<file path="src/rtl/tad_pkg.sv">
// Shared types and constants for the tenant activity decay table.
// Used by tad_div, tad_dpath, tad_ctrl and tenant_activity_decay_table.
package tad_pkg;

   localparam int KEY_W     = 64;
   localparam int COLOC_W   = 31;
   localparam int CNT_W31   = 31;
   localparam int TIME_W    = 63;
   localparam int PERIOD_W  = 37;
   localparam int LIMIT_W   = 5;
   localparam int CSR_IDX_W = 2;

   localparam logic [TIME_W-1:0]  SCORE_MAX       = {TIME_W{1'b1}};
   localparam logic [TIME_W-1:0]  QUERY_SCORE     = 63'd1000000000;
   localparam logic [TIME_W-1:0]  SCORE_ADD_LIMIT = SCORE_MAX - QUERY_SCORE;
   localparam logic [CNT_W31-1:0] COUNT_MAX       = {CNT_W31{1'b1}};

   localparam logic [1:0] REQ_RECORD  = 2'd0;
   localparam logic [1:0] REQ_READOUT = 2'd1;
   localparam logic [1:0] REQ_CLEAR   = 2'd2;

   localparam logic [1:0] KIND_READ  = 2'd0;
   localparam logic [1:0] KIND_WRITE = 2'd1;

   localparam logic [CSR_IDX_W-1:0] CSR_TRACK  = 2'd0;
   localparam logic [CSR_IDX_W-1:0] CSR_PERIOD = 2'd1;
   localparam logic [CSR_IDX_W-1:0] CSR_LIMIT  = 2'd2;

   localparam logic [PERIOD_W-1:0] PERIOD_RESET = 37'd60000000;
   localparam logic [LIMIT_W-1:0]  LIMIT_RESET  = 5'd10;

   typedef struct packed {
      logic [1:0]         req_type;
      logic [KEY_W-1:0]   tenant_key;
      logic [COLOC_W-1:0] colocation_id;
      logic [1:0]         cmd_kind;
      logic [TIME_W-1:0]  query_time;
      logic               all_rows;
   } req_type_type;

   typedef struct packed {
      logic [COLOC_W-1:0] row_colocation_id;
      logic [KEY_W-1:0]   row_tenant_key;
      logic [CNT_W31-1:0] reads_now;
      logic [CNT_W31-1:0] reads_prev;
      logic [31:0]        total_now;
      logic [31:0]        total_prev;
      logic [TIME_W-1:0]  row_score;
      logic               last_row;
   } rsp_type;

   typedef struct packed {
      logic [KEY_W-1:0]   key;
      logic [COLOC_W-1:0] coloc;
      logic [CNT_W31-1:0] rd_cur;
      logic [CNT_W31-1:0] wr_cur;
      logic [CNT_W31-1:0] rd_prev;
      logic [CNT_W31-1:0] wr_prev;
      logic [TIME_W-1:0]  last_seen;
      logic [TIME_W-1:0]  last_decay;
      logic [TIME_W-1:0]  score;
   } entry_type;

   typedef enum logic [1:0] {
      WSEL_WORK,
      WSEL_HOLD,
      WSEL_RDATA
   } wsel_type;

   typedef enum logic [1:0] {
      MODE_RECORD,
      MODE_EVICT,
      MODE_READ
   } mode_type;

   typedef enum logic [4:0] {
      ST_IDLE,
      ST_DISPATCH,
      ST_PDIV_GO,
      ST_PDIV_WAIT,
      ST_SRCH_RD,
      ST_SRCH_CMP,
      ST_MISS,
      ST_NEW,
      ST_RF_RD,
      ST_RF_LD,
      ST_RF_ROLL,
      ST_RF_CHK,
      ST_RF_DIV,
      ST_RF_DEC,
      ST_RF_BUMP,
      ST_RF_WR,
      ST_SO_START,
      ST_SO_RD,
      ST_SO_LD,
      ST_SO_JCHK,
      ST_SO_CMP,
      ST_SO_DONE,
      ST_EM_RD,
      ST_EM_LD
   } state_type;

   // controller -> datapath
   typedef struct packed {
      logic     req_load;
      logic     div_go;
      logic     div_age;     // 1: divide entry age, 0: divide query time
      logic     start_load;
      logic     work_load;
      logic     work_new;
      logic     work_roll;
      logic     work_decay;
      logic     work_bump;
      logic     hold_load;
      logic     rd_en;
      logic     wr_en;
      wsel_type wr_sel;
      logic     out_load;
      logic     out_last;
   } cmd_type;

   // datapath -> controller
   typedef struct packed {
      logic [1:0] req_type;
      logic       all_rows;
      logic       coloc_ok;
      logic       match;
      logic       need_decay;
      logic       div_done;
      logic       out_free;
      logic       score_less;
   } status_type;

endpackage

</file>
<file path="src/rtl/tad_ctrl.sv">
// Sequencer for search, refresh, eviction, insertion sort and readout.
// Depends on tad_pkg; drives tad_dpath through cmd_type and reads status_type.
module tad_ctrl #(
   parameter int TABLE_DEPTH = 48,
   parameter int IDX_W       = 6,
   parameter int CNT_W       = 6
) (
   input  logic                 clock,
   input  logic                 reset,
   input  logic                 req_valid,
   output logic                 req_stall,
   input  logic                 track_enable,
   input  logic [CNT_W-1:0]     limit,
   input  tad_pkg::status_type  status,
   output tad_pkg::cmd_type     cmd,
   output logic [IDX_W-1:0]     rd_addr,
   output logic [IDX_W-1:0]     wr_addr
);
   import tad_pkg::*;

   state_type        state_ff, state_in;
   mode_type         mode_ff, mode_in;
   logic [CNT_W-1:0] count_ff, count_in;
   logic [CNT_W-1:0] rows_ff, rows_in;
   logic [IDX_W-1:0] i_ff, i_in;
   logic [IDX_W-1:0] j_ff, j_in;
   logic [CNT_W-1:0] i_next;
   logic [CNT_W+1:0] limit3;
   logic [CNT_W-1:0] limit2;

   assign i_next = CNT_W'(i_ff) + 1'b1;
   assign limit3 = (CNT_W+2)'(limit) * 2'd3;
   assign limit2 = CNT_W'({limit, 1'b0});

   always_ff @(posedge clock) begin
      if (reset) begin
         state_ff <= ST_IDLE;
         mode_ff  <= MODE_RECORD;
         count_ff <= '0;
         rows_ff  <= '0;
         i_ff     <= '0;
         j_ff     <= '0;
      end else begin
         state_ff <= state_in;
         mode_ff  <= mode_in;
         count_ff <= count_in;
         rows_ff  <= rows_in;
         i_ff     <= i_in;
         j_ff     <= j_in;
      end
   end

   always_comb begin
      state_in  = state_ff;
      mode_in   = mode_ff;
      count_in  = count_ff;
      rows_in   = rows_ff;
      i_in      = i_ff;
      j_in      = j_ff;
      cmd       = '0;
      cmd.wr_sel = WSEL_WORK;
      rd_addr   = i_ff;
      wr_addr   = i_ff;
      req_stall = (state_ff != ST_IDLE);

      unique case (state_ff)
         ST_IDLE: begin
            if (req_valid) begin
               cmd.req_load = 1'b1;
               state_in     = ST_DISPATCH;
            end
         end
         ST_DISPATCH: begin
            state_in = ST_IDLE;
            unique case (status.req_type)
               REQ_RECORD: begin
                  if (track_enable && status.coloc_ok) begin
                     mode_in  = MODE_RECORD;
                     state_in = ST_PDIV_GO;
                  end
               end
               REQ_READOUT: begin
                  if (count_ff != '0) begin
                     mode_in  = MODE_READ;
                     state_in = ST_PDIV_GO;
                  end
               end
               REQ_CLEAR: count_in = '0;
               default: state_in = ST_IDLE;
            endcase
         end
         ST_PDIV_GO: begin
            cmd.div_go = 1'b1;
            state_in   = ST_PDIV_WAIT;
         end
         ST_PDIV_WAIT: begin
            if (status.div_done) begin
               cmd.start_load = 1'b1;
               i_in = '0;
               if (mode_ff == MODE_READ) state_in = ST_RF_RD;
               else if (count_ff == '0) state_in = ST_MISS;
               else state_in = ST_SRCH_RD;
            end
         end
         ST_SRCH_RD: begin
            cmd.rd_en = 1'b1;
            state_in  = ST_SRCH_CMP;
         end
         ST_SRCH_CMP: begin
            if (status.match) state_in = ST_RF_RD;
            else if (i_next == count_ff) state_in = ST_MISS;
            else begin
               i_in     = i_ff + 1'b1;
               state_in = ST_SRCH_RD;
            end
         end
         ST_MISS: begin
            if ((CNT_W+2)'(count_ff) >= limit3) begin
               mode_in  = MODE_EVICT;
               i_in     = '0;
               state_in = ST_RF_RD;
            end else begin
               state_in = ST_NEW;
            end
         end
         ST_NEW: begin
            cmd.work_new = 1'b1;
            mode_in      = MODE_RECORD;
            i_in         = IDX_W'(count_ff);
            count_in     = count_ff + 1'b1;
            state_in     = ST_RF_ROLL;
         end
         ST_RF_RD: begin
            cmd.rd_en = 1'b1;
            state_in  = ST_RF_LD;
         end
         ST_RF_LD: begin
            cmd.work_load = 1'b1;
            state_in = (mode_ff == MODE_EVICT) ? ST_RF_CHK : ST_RF_ROLL;
         end
         ST_RF_ROLL: begin
            cmd.work_roll = 1'b1;
            state_in      = ST_RF_CHK;
         end
         ST_RF_CHK: begin
            if (status.need_decay) begin
               cmd.div_go  = 1'b1;
               cmd.div_age = 1'b1;
               state_in    = ST_RF_DIV;
            end else begin
               state_in = (mode_ff == MODE_RECORD) ? ST_RF_BUMP : ST_RF_WR;
            end
         end
         ST_RF_DIV: begin
            if (status.div_done) state_in = ST_RF_DEC;
         end
         ST_RF_DEC: begin
            cmd.work_decay = 1'b1;
            state_in = (mode_ff == MODE_RECORD) ? ST_RF_BUMP : ST_RF_WR;
         end
         ST_RF_BUMP: begin
            cmd.work_bump = 1'b1;
            state_in      = ST_RF_WR;
         end
         ST_RF_WR: begin
            cmd.wr_en  = 1'b1;
            cmd.wr_sel = WSEL_WORK;
            if (mode_ff == MODE_RECORD) state_in = ST_IDLE;
            else if (i_next < count_ff) begin
               i_in     = i_ff + 1'b1;
               state_in = ST_RF_RD;
            end else begin
               state_in = ST_SO_START;
            end
         end
         ST_SO_START: begin
            if (count_ff <= CNT_W'(1)) state_in = ST_SO_DONE;
            else begin
               i_in     = IDX_W'(1);
               state_in = ST_SO_RD;
            end
         end
         ST_SO_RD: begin
            cmd.rd_en = 1'b1;
            state_in  = ST_SO_LD;
         end
         ST_SO_LD: begin
            cmd.hold_load = 1'b1;
            j_in          = i_ff;
            state_in      = ST_SO_JCHK;
         end
         ST_SO_JCHK: begin
            if (j_ff == '0) begin
               cmd.wr_en  = 1'b1;
               cmd.wr_sel = WSEL_HOLD;
               wr_addr    = j_ff;
               if (i_next < count_ff) begin
                  i_in     = i_ff + 1'b1;
                  state_in = ST_SO_RD;
               end else begin
                  state_in = ST_SO_DONE;
               end
            end else begin
               cmd.rd_en = 1'b1;
               rd_addr   = j_ff - 1'b1;
               state_in  = ST_SO_CMP;
            end
         end
         ST_SO_CMP: begin
            cmd.wr_en = 1'b1;
            wr_addr   = j_ff;
            if (status.score_less) begin
               cmd.wr_sel = WSEL_RDATA;
               j_in       = j_ff - 1'b1;
               state_in   = ST_SO_JCHK;
            end else begin
               cmd.wr_sel = WSEL_HOLD;
               if (i_next < count_ff) begin
                  i_in     = i_ff + 1'b1;
                  state_in = ST_SO_RD;
               end else begin
                  state_in = ST_SO_DONE;
               end
            end
         end
         ST_SO_DONE: begin
            i_in = '0;
            if (mode_ff == MODE_EVICT) begin
               count_in = limit2;
               state_in = ST_NEW;
            end else begin
               rows_in  = (!status.all_rows && (count_ff > limit)) ? limit : count_ff;
               state_in = ST_EM_RD;
            end
         end
         ST_EM_RD: begin
            cmd.rd_en = 1'b1;
            state_in  = ST_EM_LD;
         end
         ST_EM_LD: begin
            if (status.out_free) begin
               cmd.out_load = 1'b1;
               cmd.out_last = (i_next == rows_ff);
               if (i_next == rows_ff) state_in = ST_IDLE;
               else begin
                  i_in     = i_ff + 1'b1;
                  state_in = ST_EM_RD;
               end
            end
         end
         default: state_in = ST_IDLE;
      endcase
   end

   a_count_bound: assert property (@(posedge clock) disable iff (reset)
      count_ff <= CNT_W'(TABLE_DEPTH))
      else $error("entry count above table depth");

   a_write_in_table: assert property (@(posedge clock) disable iff (reset)
      (state_ff == ST_RF_WR) |-> (CNT_W'(i_ff) < count_ff))
      else $error("refresh writes outside the filled table");

   a_sort_index: assert property (@(posedge clock) disable iff (reset)
      (state_ff == ST_SO_CMP) |-> ((j_ff != '0) && (j_ff <= i_ff)))
      else $error("sort compare with bad inner index");

   a_emit_rows: assert property (@(posedge clock) disable iff (reset)
      (state_ff == ST_EM_LD) |-> ((CNT_W'(i_ff) < rows_ff) && (rows_ff <= count_ff)))
      else $error("readout row beyond table");

endmodule

</file>
<file path="config.mk">
export PLATFORM = sky130hd
export DESIGN_NAME = tad_ctrl
export DESIGN_NICKNAME = d
export VERILOG_FILES = /design/src/rtl/tad_pkg.sv /design/src/rtl/tad_ctrl.sv
export SDC_FILE = /design/constraint.sdc
export NUM_CORES = 1
export LEC_CHECK = 0
export CORE_MARGIN = 5
export CORE_UTILIZATION = 35
export CTS_CLUSTER_SIZE = 40
export DETAILED_ROUTE_END_ITERATION = 7
export DONT_BUFFER_PORTS = 1
export GPL_TIMING_DRIVEN = 0
export PLACE_DENSITY_LB_ADDON = 0.1
export SYNTH_ARGS = -nofsm -noshare
export SYNTH_HDL_FRONTEND = slang
export SYNTH_SLANG_ARGS = --single-unit
</file>
<file path="constraint.sdc">
create_clock -name clock -period 2.85 [get_ports clock]
set_clock_uncertainty 0.2 [all_clocks]
set_input_delay 0.1425 -clock clock [delete_from_list [all_inputs] [get_ports clock]]
set_output_delay 0.1425 -clock clock [all_outputs]
set_load 0.1 [all_outputs]
</file>
Word-level counts from Yosys, hierarchy flattened --
Index checks and enable logic that the tools add are counted.
Storage, ports and cells: register bits 31
Cells by class: add/sub/neg operators 3, $mul 1, reductions and logical operators 21, muxes and demuxes 71, bitwise logic cells 1, magnitude comparators 4, eq/ne operators 47
Operators with widths (count):
- case mux 5 bit (24 select lines) | 1
- two-way mux 6 bit | 18
- case mux 6 bit (10 select lines) | 1
- two-way mux 5 bit | 10
- == test 5 x 4 -> 1 bit, second input constant | 8
- == test 5 bit, second input constant | 8
- inequality test 2 bit, second input constant | 14
- two-way mux 2 bit | 12
- case mux 6 bit (2 select lines) | 2
- == test 5 x 3 -> 1 bit, second input constant | 4
- case mux 6 bit (3 select lines) | 1
- two-way mux 1 bit | 14
- adder 6 x 1 -> 6 bit, second input constant | 2
- == test 6 bit | 2
- zero test 6 bit | 2
- two-way mux 3 bit | 4
- AND reduction 11 bit | 1
- == test 5 x 2 -> 1 bit, second input constant | 2
- nonzero test 10 bit | 1
- case mux 3 bit (3 select lines) | 1
- >= comparator 6 x 8 -> 1 bit | 1
- multiplier 6 x 2 -> 8 bit, second input constant | 1
- two-way mux 4 bit | 2
- case mux 2 bit (2 select lines) | 2
- other kinds (26) | 34

Depth between registers and ports, before layout --
depth after elaboration 5, gate-level depth with buffers 15

Worst setup path before layout --
OpenSTA, ideal clock, no wires.
path type register -> output, start point register state_ff[3], end point output port wr_addr[4], arrival time 3.413 ns, path buffers 4, slack -0.905 ns, required time 2.508 ns, cell stages (with the launch flop) 9, cell sequence dfxtp_1 buf_6 nand2b_4 buf_6 or3_1 clkbuf_1 clkbuf_1 nand2_1 o21ai_0
Between the ends: word-level cells in the longest chain between the ends 2, elaborated cells between the ends (all ways) 3, classes of those cells 2 x eq/ne; 1 x mux
Ends and longest elaborated chain:
- start: declaration | RTL line tad_ctrl.sv:21 | state_type state_ff, state_in;
- start signal: assignment | RTL line tad_ctrl.sv:44 | state_ff <= state_in;
- == test 5 bit | RTL line tad_ctrl.sv:66 | unique case (state_ff)
- case mux 6 bit (2 select lines) (*) | RTL line tad_ctrl.sv:66
- end: declaration | RTL line tad_ctrl.sv:17 | output logic [IDX_W-1:0] wr_addr
Mark *: on every way between the ends. The rest lies on a longest branch, timed or not.

Worst setup path in the final report --
start point register i_ff[0], end point register i_ff[4]
Between the ends: word-level cells in the longest chain between the ends 5, elaborated cells between the ends (all ways) 16, classes of those cells 1 x add/sub; 1 x order compare; 4 x eq/ne; 9 x mux; 1 x reduce/logical
Ends and longest elaborated chain:
- start: declaration | RTL line tad_ctrl.sv:25 | logic [IDX_W-1:0] i_ff, i_in;
- start signal: assignment | RTL line tad_ctrl.sv:48 | i_ff <= i_in;
- adder 6 x 1 -> 6 bit (*)
- < comparator 6 bit | RTL line tad_ctrl.sv:169, tad_ctrl.sv:197, tad_ctrl.sv:218
- two-way mux 6 bit | RTL line tad_ctrl.sv:169, tad_ctrl.sv:197, tad_ctrl.sv:218
- two-way mux 6 bit, on equally long branches | RTL line tad_ctrl.sv:212, tad_ctrl.sv:168, tad_ctrl.sv:193
- case mux 6 bit (10 select lines) | RTL line tad_ctrl.sv:66
Mark *: on every way between the ends. The rest lies on a longest branch, timed or not. The select of a mux whose other input is x is not followed. A chain may end at the register's enable or synchronous reset.

==> impl_metrics.py <==
metrics = {
    "detailed_routing": {
        "drt_iter0_markers": 365,
        "via_per_inst": 5.76,
        "ant_nets": 0,
        "num_vias": 3588,
        "drc": 0,
        "drt-total-wl_um": 11400,
        "routedWlPerCell_um": 18.4,
        "dr.pass1.iters": 6,
    },
    "worst_setup_path": {
        "crit_type": "reg -> reg",
        "slowest_stage": "dfxtp_4",
        "cp.arrival_ps": 2780,
        "worst_ep_required_time_ps": 2790,
        "cp_cell_sequence": "ha_4 > nand3_4 > xnor2_4 > ha_4 > and4_4 > a31oi_1 > nor3_1 > nor4_1 > o2111a_2 > and2_4 > a311oi_2",
        "path_max_fanout": 7,
        "crit_top_cell": "ha_4",
        "start_kind": "flip-flop",
        "crit_path_end_kind": "flip-flop",
        "critPathMaxStageDelay_ps": 390,
    },
    "logic_synthesis": {
        "synth-seq-cells": 31,
        "syn_inst": 464,
        "async_flop_share_pct": 0,
        "synth_flop_cell": "dfxtp_1",
        "syn_avg_cell_area_um2": 7.39,
        "synth_nets": 513,
        "syn_area_mm2": 0.00343,
        "synth_edf_count": 0,
        "synth_warnings": 0,
        "synthDistinctLibCells": 67,
        "synth-seq-area-share_pct": 18.1,
    },
    "layout": {
        "syn2layout_area_growth_pct": 25.0,
        "diodes": 0,
        "layout.nets": 538,
        "drive_gt1_share_pct": 22.7,
        "stdcell_count": 623,
    },
    "timing": {
        "rsz0062_at_grt": "true",
        "setup_ws_ps": 10.9,
        "slew_headroom_pct": 25.3,
        "setup_viol": 0,
        "min_period_over_period_pct": 99.6,
        "period_minus_slack_ps": 2840,
        "finalHoldViolCount": 0,
        "worst_slew_pin_slew_ps": 1120,
        "fmax_mhz": 352,
        "drv_slew": 0,
        "whs_ps": 23.3,
    },
    "flow_run": {
        "max_cap_viol_count": 0,
    },
    "power_and_ir_drop": {
        "power_density_mw_per_mm2": 250,
        "power_leakage_nw": 1.59,
        "peakVddDrop_uv": 152,
        "finalPower_mw": 1.07,
    },
    "clocking": {
        "clock_path_buffers": 2,
        "htreeDepth": 2,
        "cts_sinks": 31,
        "clockRootBuffer": "clkbuf_8",
        "path_clk_slew_ps": 70,
        "numCtsBuffers": 5,
        "cts_tree": "built",
        "clock_latency_ps": 290,
    },
    "placement": {
        "pre_cts_slack_ps": -514,
        "portBuffers": 0,
        "placed_cells": 600,
        "dp_hpwl_um": 8920,
        "gp_congestion": 0.906,
    },
    "outcome": {
        "status": "completed",
    },
    "floorplanning": {
        "io_pins": 48,
        "dieWidth_um": 109,
        "core_mm2": 0.00968,
        "row_count": 36,
        "die_y_um": 109,
        "initial_utilization_pct": 35.4,
        "die_area_mm2": 0.0119,
    },
    "global_route": {
        "track_usage_pct": 19.9,
        "grtUsageMet2_pct": 31.0,
        "grt.busiest_layer": "met2",
        "antenna_found_initial": 0,
        "met3_usage_pct": 5.09,
        "grt-ovfl-total": 0,
        "grt_pass1_vias": 3431,
        "grt_pass1_wl_um": 18500,
        "grt_use_met1_pct": 27.6,
        "grt_max_degree": 11,
    },
    "hold_path": {
        "hp-class": "in -> reg",
    },
}
what timing repair did:
action | CTS | global route
gates resized for setup | 46 | 21
pin swaps | 8 | 10
endpoints found under the hold margin | 13 | 0
buffers inserted | 4 | 2
endpoints found under the setup margin | 26 | 18
hold buffers | 10 | 0
cell families after synthesis:
family	synth area share (%)
compound gates	29.8
xor+xnor	6.02
fa+ha+maj	11.5
buf+inv	8.14
flops	18.1
mux	2.04
simple gates	24.4
report_power, final:
group	total [mW]	switching, mW	internal [mW]	leakage [nW]
sequential	0.442	0.00713	0.435	0.254
combinational	0.231	0.150	0.0814	1.29
clock	0.399	0.179	0.220	0.0505
final timing paths:
| kind | from | endpoint | slack, ps | depth (start not counted) |
|---|---|---|---|---|
| worst max register to register | i_ff[0] | i_ff[4] | 10 | 11 |
| worst min register to register | rows_ff[4] | rows_ff[4] | 310 | 2 |
| worst max-delay path | i_ff[0] | i_ff[4] | 10 | 11 |
| worst min-delay path | status[7] | mode_ff[1] | 20 | 4 |
registers in the layout (all words and copies together), names as in the netlist:
name,cells
count_ff,6
i_ff,6
j_ff,6
rows_ff,6
state_ff,5
mode_ff,2
metal layers:
metal	vias to the layer above	part of all wire, %
li1	1742	-
met1	1645	44
met2	181	45
met3	20	9.5
met4	0	1.8
met5	-	0
worst max-delay path, delay by kind of cell, from the launching register on:
kind,cells,cell delay (ps)
AOI/OAI and AO/OA,3,600
xor gates and xnor gates,1,220
adders and majority gates,2,410
DFF,1,390
and+or+nand+nor,5,870
synthesized netlist by cell type (all sizes together) (2+ instances only):
cell type | count | share of area (%)
a211oi | 16 | 3.6
a21o | 8 | 1.8
a21oi | 37 | 5.5
a221oi | 5 | 1.5
a22o | 3 | 0.77
a22oi | 5 | 1.1
a311oi | 6 | 2.6
a31oi | 7 | 1.3
and2 | 8 | 1.5
and3b | 3 | 0.77
buf | 18 | 3.3
clkbuf | 11 | 1.3
dfxtp | 31 | 18
ha | 29 | 11
inv | 32 | 3.5
mux2i | 7 | 2.0
nand2 | 36 | 3.9
nand2b | 9 | 1.9
nand3 | 13 | 2.2
nand3b | 2 | 0.44
nand4b | 2 | 0.51
nor2 | 49 | 5.4
nor2b | 3 | 0.55
nor3 | 16 | 2.7
nor3b | 4 | 0.88
nor4 | 6 | 1.3
nor4b | 2 | 0.51
o2111ai | 2 | 0.51
o211ai | 2 | 0.44
o21ai | 38 | 5.5
o221ai | 2 | 0.51
o22ai | 8 | 1.5
o31a | 2 | 0.51
o32ai | 3 | 0.77
or2 | 4 | 0.73
or3 | 2 | 0.36
xnor2 | 14 | 3.6
xor2 | 6 | 1.8
cells in the final DEF, fill, tap and decap left out, types with 5 or more instances in the layout:
master and n:
nand2b_1 8, a31oi_1 6, clkbuf_1 5, a211oi_1 13, dlygate4sd3_1 10, a21oi_1 31
and2_1 5, clkbuf_8 8, nand2_1 34, buf_2 8, nand3_1 10, mux2i_1 6
nor3_1 10, buf_4 10, a21o_1 8, xnor2_1 12, a22oi_1 5, nor2_1 39
o22ai_1 6, a311oi_2 6, o21ai_0 29, nor4_1 5, ha_1 27, dfxtp_1 25
nor2_2 6, inv_1 32
through the flow:
stage | TNS [ps] | utilization, % | area (µm²)
floorplan | -2420 | - | 3480
global placement | -10660 | 37.7 | 3650
detailed placement | -5960 | 38.8 | 3760
CTS | 0 | 43.3 | 4190
global route | -824 | 44.3 | 4290
finish | 0 | 44.3 | 4290
cell type report:
type	count	area, µm²
Buffer	28	175
Clock buffer	7	96.3
Clock inverter	1	7.51
Fill cell	994	5400
Inverter	32	120
Multi-Input combinational cell	372	2900
Sequential cell	31	636
Tap cell	133	166
Timing Repair Buffer	19	190
Power figures use the tool's default switching activity.
